--- src/hw/rtl/c2dwm_pkg.sv ---
// ----------------------------------------------------------------------------
// c2dwm_pkg
// Shared constants, codes and control structs of the 2-D convolution block.
// ----------------------------------------------------------------------------
package c2dwm_pkg;

   localparam int MAX_HEIGHT       = 32;
   localparam int MAX_WIDTH        = 32;
   localparam int MAX_IN_CHANNELS  = 16;
   localparam int MAX_OUT_CHANNELS = 16;
   localparam int MAX_KERNEL       = 3;

   localparam int LINE_DEPTH   = MAX_KERNEL * MAX_WIDTH * MAX_IN_CHANNELS;
   localparam int WEIGHT_DEPTH = MAX_OUT_CHANNELS * MAX_KERNEL * MAX_KERNEL * MAX_IN_CHANNELS;
   localparam int BIAS_DEPTH   = MAX_OUT_CHANNELS;

   localparam int LINE_AW   = $clog2(LINE_DEPTH);
   localparam int WEIGHT_AW = $clog2(WEIGHT_DEPTH);
   localparam int BIAS_AW   = (BIAS_DEPTH > 1) ? $clog2(BIAS_DEPTH) : 1;
   localparam int SLOT_W    = (MAX_KERNEL > 1) ? $clog2(MAX_KERNEL) : 1;

   // field widths fixed by the interface
   localparam int ROW_W   = 5;
   localparam int COL_W   = 5;
   localparam int CHAN_W  = 4;
   localparam int OCH_W   = 4;
   localparam int KDIM_W  = 2;
   localparam int INDEX_W = 12;
   localparam int ACC_W   = 48;

   // request kinds
   localparam logic [1:0] KIND_WEIGHT = 2'd0;
   localparam logic [1:0] KIND_BIAS   = 2'd1;
   localparam logic [1:0] KIND_SAMPLE = 2'd2;

   // register indexes
   localparam logic [2:0] CSR_IN_HEIGHT     = 3'd0;
   localparam logic [2:0] CSR_IN_WIDTH      = 3'd1;
   localparam logic [2:0] CSR_IN_CHANNELS   = 3'd2;
   localparam logic [2:0] CSR_OUT_HEIGHT    = 3'd3;
   localparam logic [2:0] CSR_OUT_WIDTH     = 3'd4;
   localparam logic [2:0] CSR_OUT_CHANNELS  = 3'd5;
   localparam logic [2:0] CSR_KERNEL_HEIGHT = 3'd6;
   localparam logic [2:0] CSR_KERNEL_WIDTH  = 3'd7;

   // clamped configuration, every value in [1, max]
   typedef struct packed {
      logic [5:0] in_height;
      logic [5:0] in_width;
      logic [4:0] in_channels;
      logic [5:0] out_height;
      logic [5:0] out_width;
      logic [4:0] out_channels;
      logic [1:0] kernel_height;
      logic [1:0] kernel_width;
   } cfg_type;

   typedef struct packed {
      logic                 wr_weight;
      logic                 wr_bias;
      logic                 wr_line;
      logic [LINE_AW-1:0]   line_wr_addr;
      logic                 mac_valid;
      logic                 mac_first;
      logic                 mac_last;
      logic [LINE_AW-1:0]   line_rd_addr;
      logic [WEIGHT_AW-1:0] weight_rd_addr;
      logic [BIAS_AW-1:0]   bias_rd_addr;
      logic                 load_out;
      logic [ROW_W-1:0]     out_row;
      logic [COL_W-1:0]     out_col;
      logic [OCH_W-1:0]     out_channel;
      logic                 last_of_pixel;
      logic                 last_of_frame;
   } dp_cmd_type;

   typedef struct packed {
      logic acc_done;
      logic out_free;
   } dp_status_type;

endpackage

--- src/hw/rtl/c2dwm_ctrl.sv ---
// ----------------------------------------------------------------------------
// c2dwm_ctrl
// Controller: frame position counters, window detection and MAC sequencing.
// ----------------------------------------------------------------------------
module c2dwm_ctrl (
   input  logic                       clock,
   input  logic                       reset,
   input  c2dwm_pkg::cfg_type         cfg,
   input  logic                       cfg_wr,
   input  logic                       req_tvalid,
   output logic                       req_tready,
   input  logic [1:0]                 req_kind,
   input  logic [11:0]                req_index,
   output c2dwm_pkg::dp_cmd_type      cmd,
   input  c2dwm_pkg::dp_status_type   status
);

   typedef enum logic [1:0] {
      ST_IDLE,
      ST_MAC,
      ST_DRAIN,
      ST_EMIT
   } state_type;

   localparam logic [c2dwm_pkg::SLOT_W-1:0] SLOT_LAST =
      c2dwm_pkg::SLOT_W'(c2dwm_pkg::MAX_KERNEL - 1);

   state_type state_ff;

   logic [c2dwm_pkg::ROW_W-1:0]  row_ff;
   logic [c2dwm_pkg::COL_W-1:0]  col_ff;
   logic [c2dwm_pkg::CHAN_W-1:0] chan_ff;
   logic [c2dwm_pkg::SLOT_W-1:0] rmod_ff;

   logic [c2dwm_pkg::ROW_W-1:0]  orow_ff;
   logic [c2dwm_pkg::COL_W-1:0]  ocol_ff;
   logic [c2dwm_pkg::SLOT_W-1:0] base_slot_ff;
   logic [c2dwm_pkg::SLOT_W-1:0] slot_ff;
   logic [c2dwm_pkg::OCH_W-1:0]  o_ff;
   logic [c2dwm_pkg::KDIM_W-1:0] r_ff;
   logic [c2dwm_pkg::KDIM_W-1:0] c_ff;
   logic [c2dwm_pkg::CHAN_W-1:0] k_ff;
   logic [c2dwm_pkg::WEIGHT_AW-1:0] w_addr_ff;

   logic                          accept;
   logic                          is_sample;
   logic                          out_of_frame;
   logic [c2dwm_pkg::ROW_W-1:0]   row_e;
   logic [c2dwm_pkg::COL_W-1:0]   col_e;
   logic [c2dwm_pkg::CHAN_W-1:0]  chan_e;
   logic [c2dwm_pkg::SLOT_W-1:0]  rmod_e;
   logic                          chan_last;
   logic                          col_last;
   logic                          row_last;
   logic [5:0]                    orow_w;
   logic [5:0]                    ocol_w;
   logic                          win_hit;
   logic [2:0]                    slot_sum;
   logic [c2dwm_pkg::SLOT_W-1:0]  base_slot;
   logic                          k_last;
   logic                          c_last;
   logic                          r_last;
   logic                          term_last;
   logic                          o_last;
   logic [c2dwm_pkg::COL_W-1:0]   rd_col;

   always_comb begin
      accept       = req_tvalid && (state_ff == ST_IDLE);
      is_sample    = accept && (req_kind == c2dwm_pkg::KIND_SAMPLE);
      out_of_frame = ({1'b0, row_ff} >= cfg.in_height) || ({1'b0, col_ff} >= cfg.in_width)
                     || ({1'b0, chan_ff} >= cfg.in_channels);
      row_e  = out_of_frame ? '0 : row_ff;
      col_e  = out_of_frame ? '0 : col_ff;
      chan_e = out_of_frame ? '0 : chan_ff;
      rmod_e = out_of_frame ? '0 : rmod_ff;

      chan_last = ({1'b0, chan_e} + 5'd1) == cfg.in_channels;
      col_last  = ({1'b0, col_e} + 6'd1) >= cfg.in_width;
      row_last  = ({1'b0, row_e} + 6'd1) >= cfg.in_height;

      orow_w  = {1'b0, row_e} + 6'd1 - {4'b0, cfg.kernel_height};
      ocol_w  = {1'b0, col_e} + 6'd1 - {4'b0, cfg.kernel_width};
      win_hit = chan_last
                && (({1'b0, row_e} + 6'd1) >= {4'b0, cfg.kernel_height})
                && (({1'b0, col_e} + 6'd1) >= {4'b0, cfg.kernel_width})
                && (orow_w < cfg.out_height) && (ocol_w < cfg.out_width);

      // line slot of the window's top row
      slot_sum  = 3'(rmod_e) + 3'(c2dwm_pkg::MAX_KERNEL + 1) - {1'b0, cfg.kernel_height};
      base_slot = (slot_sum >= 3'(c2dwm_pkg::MAX_KERNEL))
                  ? c2dwm_pkg::SLOT_W'(slot_sum - 3'(c2dwm_pkg::MAX_KERNEL))
                  : c2dwm_pkg::SLOT_W'(slot_sum);

      k_last    = ({1'b0, k_ff} + 5'd1) == cfg.in_channels;
      c_last    = (c_ff + 2'd1) == cfg.kernel_width;
      r_last    = (r_ff + 2'd1) == cfg.kernel_height;
      term_last = k_last && c_last && r_last;
      o_last    = ({1'b0, o_ff} + 5'd1) == cfg.out_channels;
      rd_col    = ocol_ff + c2dwm_pkg::COL_W'(c_ff);

      cmd.wr_weight = accept && (req_kind == c2dwm_pkg::KIND_WEIGHT)
                      && (32'(req_index) < 32'(c2dwm_pkg::WEIGHT_DEPTH));
      cmd.wr_bias   = accept && (req_kind == c2dwm_pkg::KIND_BIAS)
                      && (32'(req_index) < 32'(c2dwm_pkg::BIAS_DEPTH));
      cmd.wr_line   = is_sample;
      cmd.line_wr_addr = c2dwm_pkg::LINE_AW'(
         (32'(rmod_e) * c2dwm_pkg::MAX_WIDTH + 32'(col_e)) * c2dwm_pkg::MAX_IN_CHANNELS
         + 32'(chan_e));
      cmd.mac_valid = (state_ff == ST_MAC);
      cmd.mac_first = (r_ff == '0) && (c_ff == '0) && (k_ff == '0);
      cmd.mac_last  = term_last;
      cmd.line_rd_addr = c2dwm_pkg::LINE_AW'(
         (32'(slot_ff) * c2dwm_pkg::MAX_WIDTH + 32'(rd_col)) * c2dwm_pkg::MAX_IN_CHANNELS
         + 32'(k_ff));
      cmd.weight_rd_addr = w_addr_ff;
      cmd.bias_rd_addr   = c2dwm_pkg::BIAS_AW'(o_ff);
      cmd.load_out       = (state_ff == ST_EMIT) && status.out_free;
      cmd.out_row        = orow_ff;
      cmd.out_col        = ocol_ff;
      cmd.out_channel    = o_ff;
      cmd.last_of_pixel  = o_last;
      cmd.last_of_frame  = o_last && (({1'b0, orow_ff} + 6'd1) == cfg.out_height)
                           && (({1'b0, ocol_ff} + 6'd1) == cfg.out_width);

      req_tready = (state_ff == ST_IDLE);
   end

   always_ff @(posedge clock) begin
      if (reset) begin
         state_ff <= ST_IDLE;
         row_ff   <= '0;
         col_ff   <= '0;
         chan_ff  <= '0;
         rmod_ff  <= '0;
      end else begin
         unique case (state_ff)
            ST_IDLE: begin
               if (is_sample) begin
                  if (chan_last) begin
                     chan_ff <= '0;
                     if (col_last) begin
                        col_ff <= '0;
                        if (row_last) begin
                           row_ff  <= '0;
                           rmod_ff <= '0;
                        end else begin
                           row_ff  <= row_e + 5'd1;
                           rmod_ff <= (rmod_e == SLOT_LAST) ? '0 : rmod_e + 1'b1;
                        end
                     end else begin
                        col_ff  <= col_e + 5'd1;
                        row_ff  <= row_e;
                        rmod_ff <= rmod_e;
                     end
                  end else begin
                     chan_ff <= chan_e + 4'd1;
                     col_ff  <= col_e;
                     row_ff  <= row_e;
                     rmod_ff <= rmod_e;
                  end
                  if (win_hit) begin
                     orow_ff      <= orow_w[c2dwm_pkg::ROW_W-1:0];
                     ocol_ff      <= ocol_w[c2dwm_pkg::COL_W-1:0];
                     base_slot_ff <= base_slot;
                     slot_ff      <= base_slot;
                     o_ff         <= '0;
                     r_ff         <= '0;
                     c_ff         <= '0;
                     k_ff         <= '0;
                     w_addr_ff    <= '0;
                     state_ff     <= ST_MAC;
                  end
               end
            end
            ST_MAC: begin
               w_addr_ff <= w_addr_ff + 1'b1;
               if (term_last) begin
                  state_ff <= ST_DRAIN;
               end else if (k_last) begin
                  k_ff <= '0;
                  if (c_last) begin
                     c_ff    <= '0;
                     r_ff    <= r_ff + 2'd1;
                     slot_ff <= (slot_ff == SLOT_LAST) ? '0 : slot_ff + 1'b1;
                  end else begin
                     c_ff <= c_ff + 2'd1;
                  end
               end else begin
                  k_ff <= k_ff + 4'd1;
               end
            end
            ST_DRAIN: begin
               if (status.acc_done) begin
                  state_ff <= ST_EMIT;
               end
            end
            ST_EMIT: begin
               if (status.out_free) begin
                  if (o_last) begin
                     state_ff <= ST_IDLE;
                  end else begin
                     o_ff     <= o_ff + 4'd1;
                     r_ff     <= '0;
                     c_ff     <= '0;
                     k_ff     <= '0;
                     slot_ff  <= base_slot_ff;
                     state_ff <= ST_MAC;
                  end
               end
            end
            default: begin
               state_ff <= ST_IDLE;
            end
         endcase
         if (cfg_wr) begin
            row_ff  <= '0;
            col_ff  <= '0;
            chan_ff <= '0;
            rmod_ff <= '0;
         end
      end
   end

   // accumulator finishes only while the controller waits for it
   a_done_in_drain: assert property (@(posedge clock) disable iff (reset)
      status.acc_done |-> (state_ff == ST_DRAIN))
      else $error("accumulator done outside drain");

   // a result is never loaded over one that is still waiting
   a_load_when_free: assert property (@(posedge clock) disable iff (reset)
      cmd.load_out |-> status.out_free)
      else $error("result register overwritten");

   // a register write restarts the frame
   a_cfg_restart: assert property (@(posedge clock) disable iff (reset)
      cfg_wr |=> (row_ff == '0) && (col_ff == '0) && (chan_ff == '0))
      else $error("frame position not cleared by register write");

endmodule

--- config.mk ---
export PLATFORM = sky130hd
export DESIGN_NAME = c2dwm_ctrl
export DESIGN_NICKNAME = d
export VERILOG_FILES = /design/src/hw/rtl/c2dwm_pkg.sv /design/src/hw/rtl/c2dwm_ctrl.sv
export SDC_FILE = /design/constraint.sdc
export NUM_CORES = 1
export LEC_CHECK = 0
export ABC_AREA = 1
export BUFFER_PORTS_ARGS = -buffer_cell sky130_fd_sc_hd__buf_2
export CORE_ASPECT_RATIO = 0.9
export CORE_MARGIN = 8
export CORE_UTILIZATION = 35
export CTS_BUF_LIST = sky130_fd_sc_hd__clkbuf_4 sky130_fd_sc_hd__clkbuf_8
export CTS_CLUSTER_DIAMETER = 150
export DETAILED_ROUTE_END_ITERATION = 10
export SYNTH_ARGS = -nofsm -noshare
export SYNTH_HDL_FRONTEND = slang
export SYNTH_SLANG_ARGS = --single-unit
export TNS_END_PERCENT = 100
--- constraint.sdc ---
create_clock -name clock -period 8.6 [get_ports clock]
set_input_delay 1.72 -clock clock [delete_from_list [all_inputs] [get_ports clock]]
set_output_delay 1.72 -clock clock [all_outputs]
set_load 0.005 [all_outputs]
Word-level counts from Yosys, hierarchy flattened
Cells that the tools add are included. W data, S select, Z words.

Register bits after elaboration: 56. Input bits: 58. Word-level logic and storage cells: 169.

Add/subtract/negate cells: 27. Order comparisons: 12. Equal/unequal tests: 23. Muxes and demuxes: 56. Bitwise logic cells: 1. Reductions and logical operators: 36.

Operator list (number): $mux W2 (29); $mux W4 (10); $mux W5 (7); $add A5 B1 Y6 const B (4); $mux W12 (2); $pmux W12 S2 (1); $add A11 B4 Y11 (2); $pmux W2 S3 (3); $logic_and A1 B1 Y1 (17); $add A4 B1 Y5 const B (3); $eq A5 B5 Y1 (3); $add A7 B5 Y7 (2); $add A12 B1 Y12 const B (1); $add A4 B1 Y4 const B (3); $eq A6 B6 Y1 (2); $ge A5 B6 Y1 (2); $ge A6 B2 Y1 (2); $ge A6 B6 Y1 (2); $lt A12 B12 Y1 const B (1); $lt A12 B5 Y1 const B (1); $lt A6 B6 Y1 (2); $pmux W4 S3 (1); $sub A6 B2 Y6 (2); $add A5 B1 Y5 const B (2); 29 further kinds (51).

Depth between registers and ports, before layout
Word-level depth: 13. Depth in mapped cells: 32.

Worst setup path after synthesis
No wires, ideal clock.

Kind: input-to-reg. From: input cfg[23] (netlist name). To: register w_addr_ff[0] (netlist name) (enable). Library setup time: 385 ps. Arrival: 5781 ps. Path slack: 2434 ps. Cell stages on the path: 28. Cell sequence: inv_1 ha_1 nand2_1 inv_1 nand3_1 nand3_1 nor2_2 nand2_4 buf_1 nor2_1 ha_1 inv_1 fa_1 inv_1 ha_1 a21oi_1 nor2_1 o21ai_0 nand2_1 nand2_1 nand2_1 nand2_1 nand2_1 a21oi_1 nand2_1 nor2_2 nand3_4 a21oi_1.

Elaborated cells between the ends (all ways): 21.

RTL lines: start: declaration (RTL line c2dwm_ctrl.sv:8) `input c2dwm_pkg::cfg_type cfg,`; $ge A4 B5 Y1 (RTL line c2dwm_ctrl.sv:71) `|| ({1'b0, chan_ff} >= cfg.in_channels);`; $logic_or A1 B1 Y1 (RTL line c2dwm_ctrl.sv:71); $mux W5 (RTL line c2dwm_ctrl.sv:73) `col_e = out_of_frame ? '0 : col_ff;`; $add A5 B1 Y6 (RTL line c2dwm_ctrl.sv:82) `ocol_w = {1'b0, col_e} + 6'd1 - {4'b0, cfg.kernel_width};`; $sub A6 B2 Y6 (RTL line c2dwm_ctrl.sv:82); named net ocol_w[1] (RTL line c2dwm_ctrl.sv:56) `logic [5:0] ocol_w;`; $lt A6 B6 Y1 (RTL line c2dwm_ctrl.sv:86) `&& (orow_w < cfg.out_height) && (ocol_w < cfg.out_width);`; $logic_and A1 B1 Y1 (RTL line c2dwm_ctrl.sv:86); $ne A2 B1 Y1 (no line); $reduce_and A4 Y1 (no line); end signal: assignment (RTL line c2dwm_ctrl.sv:176) `w_addr_ff <= w_addr_ff + 1'b1;`; end: declaration (RTL line c2dwm_ctrl.sv:43) `logic [c2dwm_pkg::WEIGHT_AW-1:0] w_addr_ff;`.

The timed path passes the listed nets, and every way through them passes these cells. A chain may end at the register's enable or synchronous reset.

Final worst setup path
From: input cfg[23] (netlist name). To: register base_slot_ff[0] (netlist name) (enable).

Elaborated cells between the ends (all ways): 20.

RTL lines: $ge A4 B5 Y1 (RTL line c2dwm_ctrl.sv:71); $logic_or A1 B1 Y1 (RTL line c2dwm_ctrl.sv:71); $mux W5 (RTL line c2dwm_ctrl.sv:73); $add A5 B1 Y6 (RTL line c2dwm_ctrl.sv:82); $sub A6 B2 Y6 (RTL line c2dwm_ctrl.sv:82); named net ocol_w[3] (RTL line c2dwm_ctrl.sv:56); $lt A6 B6 Y1 (RTL line c2dwm_ctrl.sv:86); $logic_and A1 B1 Y1 (RTL line c2dwm_ctrl.sv:86); $reduce_and A4 Y1 (no line); end signal: assignment (RTL line c2dwm_ctrl.sv:164) `base_slot_ff <= base_slot;`; end: declaration (RTL line c2dwm_ctrl.sv:37) `logic [c2dwm_pkg::SLOT_W-1:0] base_slot_ff;`.

The timed path passes the listed nets, and every way through them passes these cells.

==> impl_metrics.toml <==
[floorplan]
start_util_pct = 35.8
die_w_um = 145
rows = 42
dieHeight_um = 132
core-area_mm2 = 0.0147
num_io_pins = 120
die_area_mm2 = 0.0192

[route]
dr_wl_met2_um = 6190
routed.top_layer = "met5"
vias = 4777
wl_met3_um = 602
wl_per_cell_um = 13.3
drt-met1-wl_um = 6730
viasPerCell = 4.62
drt-pass1-iter-count = 4
finalWirelength_um = 13700
dr.first_iter.drc_count = 217
route.detailed.drc = 0
ant_nets = 0

[layout]
area_growth_pct = 16.0
multiInputGateArea_mm2 = 0.00309
drive_above_1_share_pct = 19.0
nNetsFinal = 955
fill_cells = 1557
num_antenna_cells = 0
seq_area_mm2 = 0.00150
finish.utilization_pct = 41.5
most-common-layout-cells = "inv_1 (146), nand2_1 (146), buf_2 (115)"

[timing]
fin_crit_ns = 6.66
setup_viol = 0
clock.fmax_mhz = 150
finalCritPeriodShare_pct = 77.4
maxSlewViolCount = 0
worstMarginPinSlew_ns = 1.02
relSlewSlack_pct = 31.9
hold_viol_final = 0
fin_setup_tns_ns = 0
rsz0062_at_grt = "false"
skew_ns = 0.00958

[power_and_ir_drop]
switchingPower_w = 0.000155
power.density_mw_per_mm2 = 88.5
p_leak_nw = 3.13
vdd_drop_max_v = 0.0000541
power_frac_comb_pct = 16.8
p_sw_share_pct = 28.7
p_seq_share_pct = 53.5
clockPowerShare_pct = 29.7
power.internal_w = 0.000384

[synthesis]
ys_seq_area_share_pct = 28.6
ys_ff_latch = 56
postSynthCellCount = 725
synth_cell_types = 48
ys_warn_count = 0
syn_area_per_cell_um2 = 7.24
syn_nets = 846
synth_area_mm2 = 0.00525

[clock_network]
clock_latency_ns = 0.32
hold_buffers = 0
cts_made_buffers = 5
clockBufferDepth = 2
post_cts_buffers = 0
post_cts_resized = 0
cts_sinks = 56
cts_root_buffer = "clkbuf_8"
clkTransAtPathRegs_ns = 0.11
h-tree-depth = 2
tritoncts = "done"

[worst_setup_path]
critPathKind = "input port to register"
worstPathMaxFanout = 16
worst-r2r-setup-slack_ns = 3.07
cp.required_ns = 8.55
crit_path_end_kind = "register"
cp_data_arrival_time_ns = 6.61
crit_path_start_kind = "input port"

[place]
hpwl_um = 11400
gp_congestion = 0.836
port_buffers = 115

[grt]
grt_max_degree = 20
grt_pass1_wl_um = 22900
grt_pass1_vias = 4653
antenna_found_initial = 1
gr-total-overflow = 0
grtUsageTotal_pct = 14.3

[status]
status = "finished, final reports clean"

[job]
drv_cap = 0

[min_path]
hold_class = "register to register"
[per-stage QoR]
stage               total power (W)  worst slack (ns)  cells  hold WS [ns]  instance area (um2)
floorplan                  0.000355              2.43    725         0.459                 5250
global placement           0.000385              1.57   1025         0.480                 5990
detailed placement         0.000386              1.57   1025         0.481                 5990
CTS                        0.000549              1.92   1033         0.498                 6090
global route               0.000571              1.43   1033         0.524                 6090
finish                     0.000539              1.94   1033         0.497                 6090
[layout make-up]
| class | instances | share of cell area [%] |
|---|---|---|
| clock inverters | 3 | 0.452 |
| multi-input cells | 504 | 50.8 |
| flip-flops and latches | 56 | 24.7 |
| repair buffers | 116 | 9.58 |
| clock buffers | 5 | 1.13 |
| well taps | 198 | 4.07 |
| inverters | 151 | 9.35 |
[sequential cells by signal, indices dropped and copies added (netlist names)]
name,cells
o_ff,4
ocol_ff,5
c_ff,2
rmod_ff,2
w_addr_ff,12
state_ff,2
orow_ff,5
col_ff,5
slot_ff,2
row_ff,5
base_slot_ff,2
r_ff,2
k_ff,4
chan_ff,4
[metal layers]
layer | track usage, % | vias to the layer above
met4 | 3.35 | 2
met2 | 24.0 | 95
li1 | - | 2539
met3 | 2.40 | 14
met5 | 0 | -
met1 | 18.7 | 2127
[synth_stat cells (all sizes together)]
library cell,n,area (um2)
a2111oi,1,8.76
a211oi,1,7.51
a21oi,42,214
a221oi,1,8.76
a22oi,1,7.51
a31o,1,8.76
and2,2,12.5
and3,1,6.26
buf,9,67.6
clkbuf,5,18.8
clkinv,3,11.3
dfxtp,18,360
edfxtp,38,1140
fa,4,80.1
ha,59,738
inv,148,558
nand2,155,609
nand3,45,255
nand3b,3,22.5
nand4,17,106
nor2,79,352
nor3,12,65.1
nor3b,2,15.0
nor4,2,12.5
nor4b,1,8.76
o2111ai,1,8.76
o211ai,3,22.5
o21a,2,15.0
o21ai,23,119
o21bai,1,7.51
o22ai,1,6.26
o311ai,1,8.76
or2,5,31.3
xnor2,17,149
xor2,21,184
[final timing paths]
kind,cells past startpoint,from,end
max,27,cfg[23],base_slot_ff[0]
min reg2reg,2,col_ff[0],col_ff[0]
min,2,col_ff[0],col_ff[0]
max reg2reg,26,chan_ff[0],base_slot_ff[0]
[power by group through the flow]
stage | Sequential [W] | Clock [W] | Combinational, W
6_report | 0.000288 | 0.000160 | 0.0000904
5_1_grt | 0.000288 | 0.000177 | 0.000105
4_1_cts | 0.000288 | 0.000169 | 0.0000921
3_5_place_dp | 0.000294 | 0 | 0.0000915
3_3_place_gp | 0.000294 | 0 | 0.0000905
2_1_floorplan | 0.000294 | 0 | 0.0000605
[kinds of logic (layout without fill, tap and decap cells)]
family                   after synthesis  count (layout)  share of synthesized area (%)
adder cells (fa/ha/maj)               63              63                           15.6
AND/OR/NAND/NOR                      324             324                           28.5
AO/OA/AOI/OAI                         79              79                           8.44
flip-flops                            56              56                           28.6
XOR/XNOR                              38              38                           6.34
buffers and inverters                165             275                           12.5
[critical path, cell delays in order]
cell and delay, ns:
buf_2 0.11, inv_1 0.12, ha_1 0.26, nand2_1 0.06
inv_1 0.03, nand3_1 0.10, nand3_1 0.10, nor2_2 0.19
nand2_4 0.20, nor2_1 0.49, ha_1 0.38, ha_1 0.31
a21oi_1 0.18, nand3_1 0.14, xnor2_1 0.29, ha_1 0.28
o21ai_0 0.08, nand2_1 0.07, nand2_1 0.06, nand2_1 0.04
nand2_1 0.05, nand2_1 0.04, a21oi_1 0.11, nand2_1 0.08
nor2_2 0.20, nand3_4 0.11, nor2_1 0.80
(Power assumes the default switching activity.)
